<file path="config.mk">
export PLATFORM = sky130hd
export DESIGN_NAME = lppm_ctrl
export DESIGN_NICKNAME = d
export VERILOG_FILES = /design/src/hdl/lppm_pkg.sv /design/src/hdl/lppm_ctrl.sv
export SDC_FILE = /design/constraint.sdc
export NUM_CORES = 1
export LEC_CHECK = 0
export ABC_AREA = 1
export ABC_CLOCK_PERIOD_IN_PS = 1300
export BUFFER_PORTS_ARGS = -buffer_cell sky130_fd_sc_hd__buf_2
export CAP_MARGIN = 25
export CELL_PAD_IN_SITES_DETAIL_PLACEMENT = 0
export CELL_PAD_IN_SITES_GLOBAL_PLACEMENT = 1
export CORE_MARGIN = 2
export CORE_UTILIZATION = 30
export DETAILED_ROUTE_END_ITERATION = 6
export HOLD_SLACK_MARGIN = 0.1
export PLACE_DENSITY_LB_ADDON = 0.1
export SYNTH_ARGS = -nofsm -noshare
export SYNTH_HDL_FRONTEND = slang
export SYNTH_SLANG_ARGS = --single-unit
</file>
<file path="constraint.sdc">
create_clock -name clock -period 1.3 [get_ports clock]
set_input_delay 0.13 -clock clock [delete_from_list [all_inputs] [get_ports clock]]
set_output_delay 0.13 -clock clock [all_outputs]
set_load 0.005 [all_outputs]
</file>
<file path="src/hdl/lppm_pkg.sv">
// lppm_pkg: shared types, constants and hash operand function for the pointer map
// no dependencies
package lppm_pkg;

   localparam int CAPACITY = 64;
   localparam int SLOT_W = $clog2(CAPACITY);
   localparam int COUNT_W = SLOT_W + 1;
   localparam int KEY_SHIFT = 5;
   localparam int HASH_SHIFT = 32;
   localparam int LOAD_DIV = 2;
   localparam logic [63:0] HASH_MULT = 64'h9E3779B97F4A7C15;

   localparam logic [2:0] ST_INSERTED = 3'd0;
   localparam logic [2:0] ST_FULL = 3'd1;
   localparam logic [2:0] ST_REMOVED = 3'd2;
   localparam logic [2:0] ST_NOT_FOUND = 3'd3;
   localparam logic [2:0] ST_INVALID = 3'd4;

   typedef logic [SLOT_W-1:0] slot_type;

   // datapath commands
   typedef enum logic [2:0] {
      DP_NOP,
      DP_LOAD,     // capture request, start hash
      DP_HASH,     // finish hash, set probe pointer to home
      DP_READ,     // issue read at probe pointer
      DP_NEXT,     // advance probe pointer
      DP_WRITE_IN, // write request entry at probe pointer
      DP_FOUND,    // capture found entry, hole = ptr, ptr = ptr + 1
      DP_SHIFT     // move entry at ptr into hole, hole = ptr
   } dp_op_type;

   typedef struct packed {
      dp_op_type op;
      logic clear_hole; // clear valid bit at hole, so its key reads as zero
      logic count_inc;
      logic count_dec;
      logic rehash;     // start hashing the key just read
   } dp_cmd_type;

   typedef struct packed {
      logic key_zero;   // request key is zero
      logic is_remove;
      logic full;
      logic rd_empty;   // read key is zero
      logic rd_match;   // read key equals request key
      logic shift_ok;   // entry read may move into hole
      logic wrapped;    // probe counter covered the table
   } dp_sts_type;

   function automatic logic [63:0] hash_operand(input logic [63:0] key);
      hash_operand = key >> KEY_SHIFT;
   endfunction

endpackage

</file>
<file path="src/hdl/lppm_ctrl.sv">
// lppm_ctrl: sequencer for insert, find and backward shift deletion
// depends on lppm_pkg
module lppm_ctrl import lppm_pkg::*; (
   input  logic       clock,
   input  logic       reset,
   input  logic       req_valid,
   output logic       req_stall,
   output logic       rsp_valid,
   input  logic       rsp_stall,
   input  dp_sts_type sts,
   output dp_cmd_type cmd,
   output logic       res_load,
   output logic [2:0] res_status
);

   typedef enum logic [3:0] {
      S_IDLE, S_HASH1, S_HASH2, S_RD, S_WAIT, S_CHECK,
      S_E_RD, S_E_WAIT, S_E_HASH1, S_E_HASH2, S_E_CHECK, S_DONE
   } state_type;

   state_type state_ff, state_in;
   logic      rsp_valid_ff, rsp_valid_in;
   logic [2:0] status_ff, status_in;
   logic      out_free;

   assign out_free = !rsp_valid_ff || !rsp_stall;
   assign rsp_valid = rsp_valid_ff;
   assign req_stall = (state_ff != S_IDLE);

   // next state and commands
   always_comb begin
      state_in = state_ff;
      status_in = status_ff;
      cmd = '{op: DP_NOP, clear_hole: 1'b0, count_inc: 1'b0,
              count_dec: 1'b0, rehash: 1'b0};
      res_load = 1'b0;
      res_status = status_ff;
      rsp_valid_in = rsp_valid_ff && rsp_stall;
      case (state_ff)
         S_IDLE: begin
            if (req_valid) begin
               cmd.op = DP_LOAD;
               state_in = S_HASH1;
            end
         end
         S_HASH1: state_in = S_HASH2;
         S_HASH2: begin
            cmd.op = DP_HASH;
            state_in = S_RD;
            if (sts.key_zero || (!sts.is_remove && sts.full)) begin
               cmd.op = DP_NOP;
               state_in = S_DONE;
               status_in = sts.key_zero ? ST_INVALID : ST_FULL;
            end
         end
         S_RD: state_in = S_WAIT;
         S_WAIT: state_in = S_CHECK;
         S_CHECK: begin
            if (!sts.is_remove) begin
               if (sts.rd_empty) begin
                  cmd.op = DP_WRITE_IN;
                  cmd.count_inc = 1'b1;
                  status_in = ST_INSERTED;
                  state_in = S_DONE;
               end else if (sts.wrapped) begin
                  status_in = ST_INSERTED;
                  state_in = S_DONE;
               end else begin
                  cmd.op = DP_NEXT;
                  state_in = S_RD;
               end
            end else if (sts.rd_empty) begin
               status_in = ST_NOT_FOUND;
               state_in = S_DONE;
            end else if (sts.rd_match) begin
               cmd.op = DP_FOUND;
               status_in = ST_REMOVED;
               state_in = S_E_RD;
            end else if (sts.wrapped) begin
               status_in = ST_NOT_FOUND;
               state_in = S_DONE;
            end else begin
               cmd.op = DP_NEXT;
               state_in = S_RD;
            end
         end
         S_E_RD: state_in = S_E_WAIT;
         S_E_WAIT: begin
            cmd.rehash = 1'b1;
            state_in = S_E_HASH1;
         end
         S_E_HASH1: begin
            cmd.rehash = 1'b1;
            state_in = S_E_HASH2;
         end
         S_E_HASH2: begin
            cmd.rehash = 1'b1;
            state_in = S_E_CHECK;
         end
         S_E_CHECK: begin
            if (sts.rd_empty || sts.wrapped) begin
               cmd.clear_hole = 1'b1;
               cmd.count_dec = 1'b1;
               state_in = S_DONE;
            end else begin
               if (sts.shift_ok) begin
                  cmd.op = DP_SHIFT;
               end else begin
                  cmd.op = DP_NEXT;
               end
               state_in = S_E_RD;
            end
         end
         S_DONE: begin
            if (out_free) begin
               res_load = 1'b1;
               rsp_valid_in = 1'b1;
               state_in = S_IDLE;
            end
         end
         default: state_in = S_IDLE;
      endcase
   end

   always_ff @(posedge clock) begin
      if (reset) begin
         state_ff <= S_IDLE;
         rsp_valid_ff <= 1'b0;
         status_ff <= ST_INSERTED;
      end else begin
         state_ff <= state_in;
         rsp_valid_ff <= rsp_valid_in;
         status_ff <= status_in;
      end
   end

   // a stalled response stays valid
   assert property (@(posedge clock) disable iff (reset)
                    rsp_valid && rsp_stall |=> rsp_valid);

   // a new response is loaded only when the output register is free
   assert property (@(posedge clock) disable iff (reset) res_load |-> out_free);

   // an accepted transaction starts the hash
   assert property (@(posedge clock) disable iff (reset)
                    req_valid && !req_stall |=> state_ff == S_HASH1);

endmodule

</file>
-- Word-level counts from Yosys, hierarchy flattened
Cells that the tools add are included.
- $add $sub $neg: 0
- multiply operators: 0
- div/mod/pow operators: 0
- magnitude comparators: 0
- equality and inequality tests: 16
- shifts and indexed selects: 0
- mux-type cells: 39
- bitwise logic cells: 0
- reductions and logical operators: 14
- operators with widths (cell ; count):
    case mux 4 bit (12 select lines) ; 1
    2-to-1 mux 3 bit ; 14
    2-to-1 mux 4 bit ; 9
    == test 4 x 3 -> 1 bit (second input constant) ; 4
    == test 4 bit (second input constant) ; 4
    case mux 3 bit (4 select lines) ; 1
    2-to-1 mux 1 bit ; 11
    == test 4 x 2 -> 1 bit (second input constant) ; 2
    != test 4 bit (second input constant) ; 2
    != test 2 bit (second input constant) ; 3
    case mux 3 bit (2 select lines) ; 1
    == test 4 x 1 -> 1 bit (second input constant) ; 1
    logical NOT 4 bit ; 1
    2-to-1 mux 2 bit ; 2
    AND reduction 4 bit ; 1
    nonzero test 4 bit ; 1
    logical NOT 1 bit ; 3
    logical OR 1 bit ; 3
    OR reduction 3 bit ; 1
    logical AND 1 bit ; 2
    AND reduction 2 bit ; 1
    nonzero test 2 bit ; 1
- bits in registers: 8
- latch bits: 0
- memory bits (writable): 0
- bits in read-only memories: 0
- output and inout bits: 13
- word-level logic and storage cells: 72
- memories kept: 0

-- Longest topological paths before layout
Gate-level depths: netlist (run 1).
- depth in word-level cells: 5
- depth in mapped cells: 8
- gate-level depth less buffers: 8

-- Worst setup path before layout (run 1)
Ideal clock, no wire load.
- kind: reg2out
- start point: register state_ff[1]
- end point: output port cmd[3] in the netlist's numbering
- arrival: 0.954 ns
- required time: 1.170 ns
- setup slack: 0.216 ns
- cell stages (with the launch flop): 6
- buffers on the path: 1
- cell sequence: dfxtp_1 -> inv_2 -> nor2_1 -> nand2_1 -> nor2_1 -> buf_4
- RTL lines (what ; line ; text):
    start, declared ; lppm_ctrl.sv:21 ; state_type state_ff, state_in;
    start signal, assigned ; lppm_ctrl.sv:131 ; state_ff <= state_in;
    end, declared ; lppm_ctrl.sv:11 ; output dp_cmd_type cmd,

==> qor.csv, run 1 <==
metric;value;unit
clk_lat worst skew;0.24;ns
DR vias;730;
Overflow after GRT;0;
CTS Sinks;8;
H-tree depth;1;
crit end category;output pin;
clk buf depth;2;
worst setup margin;-0.0294;ns
Yosys warnings;0;
VDD IR max;534;uV
pin count of the biggest net entering global routing;8;
# diodes;0;
sequential share of the synthesized area;26.6;%
syn avg cell area;5.90;um2
drt first-iter violations;13;
Initial Util;31.3;%
Cell variety after synth;17;
final worst path period need;1.33;ns
row count;16;
IO Pins;24;
Placed Cells;154;
Tot GR Track Use;14.7;%
Pwr Total;802;uW
vias in the first global route;712;
Vias per Instance;4.51;
static leakage;0.493;nW
Max Slew Vio Count;0;
CP Data Required Time;1.17;ns
WP data arrival;1.20;ns
CTS buffer count;3;
RSZ-0062 raised after global routing;yes;
pre-CTS setup slack;0.00370;ns
status;complete, but fails checks;
Fin. Hold Viols;0;
chip height;48.8;um
failing checks;negative setup slack;
WL/cell;9.59;um
Post-Syn Instances;102;
share of cells above drive strength 1;45.9;%
# Max-Cap Violations;0;
Post-Syn Nets;113;
IO buf count;23;
Max-Slew Margin vs Limit;83.6;%
die area;2380;um2
Clk pin slew, worst setup/hold paths;0.05;ns
placer congestion estimate;0.786;
CTS tree;yes;
period utilisation layout;102;%
pwr/cell area;873;nW/um2
Layout area overhead;52.6;%
commonest cells after routing, fill and taps aside;nand2_1, buf_2, inv_1;
fill count;231;
register area;175;um2
startpoint types;flop;
commonest non-fill, non-tap cell in the layout;nand2_1;
Setup Skew;0.00166;ns
cts hold-fix bufs;0;
Post-Route WL;1550;um
CP Class;flop to output pin;
NumNets Final;148;
root buf cell;clkbuf_4;
area of the multi-input gates;439;um2
Post-Syn Area;602;um2
Hold Crit Class;input port to flop;
post-synthesis register bit count;8;
first-pass GRT wire length;2820;um
first-pass iteration count of the detailed router;3;
FMAX;752;MHz
antenna viol nets, final;0;
initial antenna violation count;0;
Final setup viols;2;
Die X;48.8;um
# DRC;0;
Worst Path Max Fanout;6;
Worst-Margin Slew;0.246;ns
core area;1920;um2
Cell Count, Final, Fillers Out;162;
DPL Wire Length;1260;um
[sequential cells by signal, summed over array words and instances (netlist names)]
register	cells
rsp_valid	1
res_status	3
state_ff	4
[power by group]
part	leakage, nW	internal [mW]	switching (mW)	total (mW)
Clock	0.0138	0.105	0.0730	0.178
Sequential	0.0679	0.275	0.0432	0.318
Combinational	0.412	0.130	0.175	0.306
Total	0.493	0.510	0.292	0.802
[cell usage after synthesis]
cell type | count | area share (%)
nor2_1 | 14 | 8.7
o311ai_0 | 1 | 1.5
nand2_1 | 31 | 19
nor2_8 | 1 | 3.3
dfxtp_1 | 8 | 27
nand3_1 | 8 | 6.7
o21ai_0 | 3 | 2.5
inv_1 | 14 | 8.7
inv_2 | 2 | 1.2
buf_4 | 1 | 1.2
a21oi_1 | 8 | 6.7
nor2_2 | 1 | 1.0
nand4_1 | 3 | 3.1
nand2_2 | 4 | 4.2
o22ai_1 | 1 | 1.0
o211ai_1 | 1 | 1.2
nand3_4 | 1 | 2.9
[worst max-delay path, stage by stage (launching register included)]
cell,delay (ns)
dfxtp_4,0.37
inv_4,0.09
nand2_4,0.06
nor2_4,0.11
nand3_2,0.09
o311ai_2,0.08
buf_2,0.16
[kinds of logic after synthesis]
logic type,count (synthesis),share of synthesized area (%)
AO/OA/AOI/OAI,14,12.9
AND/OR/NAND/NOR,63,49.3
buffers and inverters,17,11.2
flip-flops,8,26.6
[stage by stage]
stage / utilization, % / area (um2) / hold WS, ns / TNS [ns]
after floorplan: - / 602 / 0.199 / 0
after global placement: 39.8 / 766 / 0.380 / 0
after detailed placement: 39.8 / 766 / 0.383 / 0
after CTS: 46.7 / 898 / 0.109 / -0.142
after global routing: 47.8 / 918 / 0.124 / -0.725
final: 47.8 / 918 / 0.120 / -0.0427
[area by class of cell]
cell class / count / share of cell area, %
Sequential cell: 8 / 19.1
Clock buffer: 3 / 2.45
Timing Repair Buffer: 31 / 19.1
Inverter: 16 / 7.90
Multi-Input combinational cell: 77 / 47.8
Tap cell: 27 / 3.68
[metal layers]
metal / track usage, % / routed length, um / part of all wire, % / vias to the layer above
li1: - / - / - / 394
met1: 17.9 / 739 / 48 / 315
met2: 26.0 / 719 / 46 / 17
met3: 1.84 / 65 / 4.2 / 4
met4: 6.19 / 29 / 1.9 / 0
met5: 0 / 0 / 0 / -
[final timing paths]
kind / startpoint / end / slack (ns) / cells after the start
hold reg to reg: res_status[0] / res_status[0] / 0.45 / 2
setup / recovery: state_ff[0] / cmd[5] / -0.03 / 6
hold / removal: reset / res_status[1] / 0.12 / 2
setup reg to reg: state_ff[1] / res_status[1] / 0.02 / 8
[timing repair]
item / 4_1_cts / 5_1_grt
pin swaps: 5 / 3
endpoints found under the setup margin: 7 / 13
buffers inserted: 5 / 1
gates resized for setup: 26 / 7
Power figures use the tool's default switching activity.
==> inputs of run 2 (changes only) <==
--- a/config.mk
+++ b/config.mk
@@ -5,14 +5,13 @@
 export SDC_FILE = /design/constraint.sdc
 export NUM_CORES = 1
 export LEC_CHECK = 0
-export ABC_AREA = 1
-export ABC_CLOCK_PERIOD_IN_PS = 1300
+export ABC_CLOCK_PERIOD_IN_PS = 1500
 export BUFFER_PORTS_ARGS = -buffer_cell sky130_fd_sc_hd__buf_2
 export CAP_MARGIN = 25
 export CELL_PAD_IN_SITES_DETAIL_PLACEMENT = 0
 export CELL_PAD_IN_SITES_GLOBAL_PLACEMENT = 1
 export CORE_MARGIN = 2
-export CORE_UTILIZATION = 30
+export CORE_UTILIZATION = 31
 export DETAILED_ROUTE_END_ITERATION = 6
 export HOLD_SLACK_MARGIN = 0.1
 export PLACE_DENSITY_LB_ADDON = 0.1
==> constraint.sdc (replaced) <==
create_clock -name clock -period 1.5 [get_ports clock]
set_input_delay 0.15 -clock clock [delete_from_list [all_inputs] [get_ports clock]]
set_output_delay 0.15 -clock clock [all_outputs]
set_load 0.005 [all_outputs]
==> qor.csv, run 2 <==
metric;value;unit;change
Post-Synth Adder-Cell Area;0;%;unchanged
Layout area overhead;56.1;%;was 52.6%
startpoint types;flop;;unchanged
pwr/cell area;785;nW/um2;was 873 nW/um2
Yosys top cell by area;dfxtp_1;;unchanged
WL/cell;12.2;um;was 9.59 um
H-tree depth;1;;unchanged
Die X;47.1;um;was 48.8 um
# DRC;0;;unchanged
placer congestion estimate;0.836;;was 0.786
sequential share of the synthesized area;27.8;%;was 26.6%
CTS Sinks;8;;unchanged
Cell variety after synth;35;;was 17
Post-Syn Area;576;um2;was 602 um2
fill count;189;;was 231
IO Pins;24;;unchanged
Overflow after GRT;0;;unchanged
Max-Slew Margin vs Limit;73.9;%;was 83.6%
clk_lat worst skew;0.25;ns;was 0.24 ns
static leakage;0.408;nW;was 0.493 nW
Clk pin slew, worst setup/hold paths;0.05;ns;about the same
row count;15;;was 16
pre-CTS setup slack;0.0123;ns;was 0.00370 ns
CP Data Required Time;1.35;ns;was 1.17 ns
Final setup viols;8;;was 2
IO buf count;23;;unchanged
commonest cells after routing, fill and taps aside;buf_2, buf_4, nand2_1;;was nand2_1, buf_2, inv_1
Hold Crit Class;input port to flop;;unchanged
syn avg cell area;7.67;um2;was 5.90 um2
Most used DFF post-synth;dfxtp_1;;unchanged
Post-synth top cells;nand2_1, dfxtp_1, a21oi_1, nor2_1, inv_1;;was nand2_1, inv_1, nor2_1
commonest non-fill, non-tap cell in the layout;buf_2;;was nand2_1
failing checks;negative setup slack;;unchanged
root buf cell;clkbuf_4;;unchanged
chip height;47.1;um;was 48.8 um
VDD IR max;445;uV;was 534 uV
cts hold-fix bufs;0;;unchanged
# diodes;0;;unchanged
main combinational cell family by area after synthesis;simple AND/OR/NAND/NOR gates;;unchanged
# Max-Cap Violations;0;;unchanged
slowest CP cell;or4_4;;was dfxtp_4
Worst Path Max Fanout;5;;was 6
die area;2220;um2;was 2380 um2
Vias per Instance;4.99;;was 4.51
vias in the first global route;590;;was 712
drt first-iter violations;6;;was 13
top cells by area, synth;dfxtp_1, a21oi_1, nand2_1, nor4b_2, nand2b_1;;was dfxtp_1, nand2_1, inv_1, nor2_1, a21oi_1
count leader, synth;nand2_1;;unchanged
FMAX;616;MHz;
crit end category;output pin;;unchanged
mux cell area share after synthesis;0;%;unchanged
clk buf depth;2;;unchanged
WP data arrival;1.47;ns;was 1.20 ns
Compound-Gate Fraction of Synth Area;29.8;%;was 12.9%
share of cells above drive strength 1;50.9;%;was 45.9%
Post-Route WL;1650;um;was 1550 um
Max Slew Vio Count;0;;unchanged
worst setup margin;-0.124;ns;was -0.0294 ns
RSZ-0062 raised after global routing;yes;;unchanged
Yosys top cell area share;27.8;%;was 26.6%
post-synthesis simple-gate area fraction;33.3;%;was 49.3%
CP Class;flop to output pin;;unchanged
crit-path cells;or4_4 > o211ai_1 > buf_2;;was inv_4 > nand2_4 > nor2_4 > nand3_2 > o311ai_2 > buf_2
CTS buffer count;3;;unchanged
Initial Util;33.0;%;was 31.3%
final hold slack;0.179;ns;was 0.120 ns
Setup Skew;0.00333;ns;was 0.00166 ns
post-synthesis xor/xnor area fraction;0;%;unchanged
critical path's largest stage delay;0.55;ns;was 0.37 ns
DR vias;674;;was 730
ys async rst share;0;%;unchanged
Yosys warnings;0;;unchanged
initial antenna violation count;0;;unchanged
final worst path period need;1.62;ns;
first-pass GRT wire length;2540;um;was 2820 um
max reg flops;4;;unchanged
most flop-heavy register;state_ff;;unchanged
NumNets Final;123;;was 148
Post-Syn Nets;86;;was 113
Tot GR Track Use;16.3;%;was 14.7%
CTS tree;yes;;unchanged
Post-Syn Instances;75;;was 102
Fin. Hold Viols;0;;unchanged
post-synthesis register bit count;8;;unchanged
first-pass iteration count of the detailed router;2;;was 3
DPL Wire Length;1180;um;was 1260 um
pin count of the biggest net entering global routing;10;;was 8
Post-synth EDFFs;0;;unchanged
status;complete, but fails checks;;unchanged
period utilisation layout;108;%;
Worst-Margin Slew;0.387;ns;was 0.246 ns
utilization after layout;51.5;%;was 47.8%
antenna viol nets, final;0;;unchanged
core area;1750;um2;was 1920 um2
==> run 2: cells by family (layout without fill, tap and decap cells) <==
kind of cell    Yosys count  count (layout)
simple gates             32              32
buf+inv                  10              45
compound gates           25              25
flops                     8               8
==> run 2: report_power, final <==
| group | switching [mW] | total (mW) | leakage [nW] | internal (mW) |
|---|---|---|---|---|
| registers | 0.0258 | 0.257 | 0.0679 | 0.231 |
| logic | 0.121 | 0.285 | 0.326 | 0.164 |
| clock network | 0.0712 | 0.163 | 0.0138 | 0.0914 |
| total | 0.218 | 0.705 | 0.408 | 0.487 |
==> run 2: repair_timing <==
action                                  in CTS  in global routing
endpoints found under the setup margin       7                 11
buffers inserted                             5                  0
pin swaps                                    5                  5
gates resized for setup                     11                 10
==> run 2: metrics by stage <==
step	TNS [ns]	total power, mW	instances	instance area (um2)
finish	-0.368	0.705	135	898
global route	-1.03	0.752	135	898
CTS	-0.435	0.674	135	861
detailed placement	0	0.463	127	759
global placement	0	0.462	127	759
floorplan	0	0.376	75	576
==> run 2: routing by layer <==
layer  GRT usage (%)  vias to the layer above  part of all wire [%]
met5               0                        -                     0
met4            6.67                        0                  0.85
met3            3.46                        2                   3.5
met2            27.1                       15                    49
met1            20.4                      308                    47
li1                -                      349                     -
==> run 2: critical path, delay by kind of cell (launching register included) <==
kind / cells / cell delay [ns]
compound gates: 1 / 0.18
buf+inv: 1 / 0.14
flops: 1 / 0.36
simple gates: 1 / 0.55
==> run 2: area by class of cell <==
cell class	instances	area [um2]	share of cell area, %
timing repair buffer	38	241	26.9
tap	25	31.3	3.48
inverter	4	15.0	1.67
clock buffer	3	22.5	2.51
sequential	8	175	19.5
multi-input combinational	57	413	46.0
==> run 2: final timing paths <==
check	depth (start not counted)	endpoint	slack, ns	startpoint
worst min-delay path	3	rsp_valid	0.18	rsp_stall
worst max-delay path	3	cmd[4]	-0.12	state_ff[0]
worst min register to register	2	res_status[1]	0.46	res_status[1]
worst max register to register	5	state_ff[1]	-0.03	state_ff[0]
==> inputs of run 3 (changes only) <==
--- a/config.mk
+++ b/config.mk
@@ -5,13 +5,14 @@
 export SDC_FILE = /design/constraint.sdc
 export NUM_CORES = 1
 export LEC_CHECK = 0
+export ABC_AREA = 1
 export ABC_CLOCK_PERIOD_IN_PS = 1500
 export BUFFER_PORTS_ARGS = -buffer_cell sky130_fd_sc_hd__buf_2
 export CAP_MARGIN = 25
 export CELL_PAD_IN_SITES_DETAIL_PLACEMENT = 0
 export CELL_PAD_IN_SITES_GLOBAL_PLACEMENT = 1
 export CORE_MARGIN = 2
-export CORE_UTILIZATION = 31
+export CORE_UTILIZATION = 30
 export DETAILED_ROUTE_END_ITERATION = 6
 export HOLD_SLACK_MARGIN = 0.1
 export PLACE_DENSITY_LB_ADDON = 0.1
==> qor.csv, run 3 (same netlist as run 1, synthesis figures left out) <==
metric;value;unit;change
chip height;48.8;um;was 47.1 um
Layout area overhead;43.9;%;was 56.1%
pwr/cell area;790;nW/um2;was 785 nW/um2
CP Class;flop to output pin;;unchanged
Post-Route WL;1540;um;was 1650 um
Worst-Margin Slew;0.268;ns;was 0.387 ns
WL/cell;9.53;um;was 12.2 um
Vias per Instance;4.46;;was 4.99
CTS Sinks;8;;unchanged
max reg flops;4;;unchanged
Final setup viols;0;;was 8
# DRC;0;;unchanged
final worst path period need;1.41;ns;was 1.62 ns
CP Data Required Time;1.35;ns;about the same
cts hold-fix bufs;0;;unchanged
root buf cell;clkbuf_4;;unchanged
DPL Wire Length;1210;um;was 1180 um
clk_lat worst skew;0.25;ns;about the same
utilization after layout;45.1;%;was 51.5%
Cell Count, Final, Fillers Out;162;;was 135
commonest cells after routing, fill and taps aside;nand2_1, buf_2, nor2_1;;was buf_2, buf_4, nand2_1
pre-CTS setup slack;0.208;ns;was 0.0123 ns
Placed Cells;152;;was 127
critical path's largest stage delay;0.35;ns;was 0.55 ns
IO buf count;23;;unchanged
Setup Skew;0.00313;ns;was 0.00333 ns
WHS Path Cells;2;;was 3
antenna viol nets, final;0;;unchanged
FF-to-FF setup slack;0.30;ns;was -0.03 ns
Initial Util;31.3;%;was 33.0%
startpoint types;flop;;unchanged
first-pass GRT wire length;2550;um;was 2540 um
Overflow after GRT;0;;unchanged
slowest CP cell;dfxtp_2;;was or4_4
CTS tree;yes;;unchanged
FMAX;711;MHz;was 616 MHz
crit end category;output pin;;unchanged
Hold Crit Class;input port to flop;;unchanged
fill count;222;;was 189
pin count of the biggest net entering global routing;8;;was 10
FF-to-FF End;state_ff[0];;was state_ff[1]
vias in the first global route;627;;was 590
die area;2380;um2;was 2220 um2
status;finished clean;;was complete, but fails checks
Worst Path Max Fanout;7;;was 5
NumNets Final;148;;was 123
Die X;48.8;um;was 47.1 um
DR vias;722;;was 674
Fin. Hold Viols;0;;unchanged
IO Pins;24;;unchanged
drt first-iter violations;29;;was 6
static leakage;0.481;nW;was 0.408 nW
Min-Delay Endpoint;state_ff[0];;was rsp_valid
worst r2r src;state_ff[2];;was state_ff[0]
worst setup margin;0.0927;ns;was -0.124 ns
min-delay src;reset;;was rsp_stall
register area;168;um2;was 175 um2
Max-Slew Margin vs Limit;81.9;%;was 73.9%
most flop-heavy register;state_ff;;unchanged
final setup TNS;0;ns;was -0.368 ns
clk buf depth;2;;unchanged
H-tree depth;1;;unchanged
# Max-Cap Violations;0;;unchanged
area of the multi-input gates;399;um2;was 413 um2
final hold slack;0.125;ns;was 0.179 ns
placer congestion estimate;0.800;;was 0.836
CP top delay family;flip-flops;;was simple AND/OR/NAND/NOR gates
first-pass iteration count of the detailed router;4;;was 2
crit-path cells;inv_4 > nand2_1 > nor2_4 > nand3_1 > o311ai_0 > buf_2;;was or4_4 > o211ai_1 > buf_2
CTS buffer count;3;;unchanged
R2R cell count;8;;was 5
Max Slew Vio Count;0;;unchanged
share of cells above drive strength 1;40.0;%;was 50.9%
commonest non-fill, non-tap cell in the layout;nand2_1;;was buf_2
Tot GR Track Use;13.6;%;was 16.3%
CP bufs+invs;2;;was 1
period utilisation layout;93.8;%;was 108%
VDD IR max;485;uV;was 445 uV
WP data arrival;1.26;ns;was 1.47 ns
Clk pin slew, worst setup/hold paths;0.05;ns;about the same
Worst path depth;6;;was 3
initial antenna violation count;0;;unchanged
row count;16;;was 15
# diodes;0;;unchanged
core area;1920;um2;was 1750 um2
run 3: cell types whose count changed in the layout (fill, tap and decap cells not counted), sizes merged, moves of 3 or more:
cell / delta
buf: -7
inv: +12
nand2: +26
nand2b: -3
nand3: +6
nand4: +3
nor2: +11
run 3: how the worst max path moves through the flow:
stage,slack [ns],endpoint,from
4_1_cts,0.004,cmd[6],state_ff[2]
5_1_grt,-0.01,cmd[6],state_ff[0]
3_5_place_dp,0.21,cmd[5],state_ff[2]
3_3_place_gp,0.21,state_ff[0],state_ff[1]
2_1_floorplan,0.40,cmd[3],state_ff[1]
6_report,0.09,cmd[5],state_ff[2]
run 3: what timing repair did:
| action | CTS | global route |
|---|---|---|
| setup buffers | 2 | 5 |
| pin swaps | 0 | 4 |
| gates resized for setup | 4 | 13 |
| endpoints found under the setup margin | 3 | 4 |
run 3: power breakdown:
| group | switching, mW | internal (mW) |
|---|---|---|
| Sequential | 0.0297 | 0.237 |
| Combinational | 0.146 | 0.108 |
| Clock | 0.0709 | 0.0914 |
| Total | 0.247 | 0.437 |
run 3: metal layers:
layer	vias to the layer above	GRT usage [%]	wire length, um
met4	0	8.57	13
li1	392	-	-
met2	17	21.7	727
met1	311	17.5	723
met5	-	0	0
met3	2	1.53	80
run 3: cell type report:
class	count	share of cell area, %
well taps	27	3.90
repair buffers	31	20.2
flip-flops and latches	8	19.4
clock buffers	3	2.60
multi-input cells	77	46.1
inverters	16	7.80
run 3: through the flow:
| stage | total power, mW | area, um2 |
|---|---|---|
| after floorplan | 0.403 | 602 |
| after global routing | 0.745 | 866 |
| final | 0.684 | 866 |
| after CTS | 0.661 | 793 |
| after global placement | 0.482 | 751 |
| after detailed placement | 0.477 | 751 |
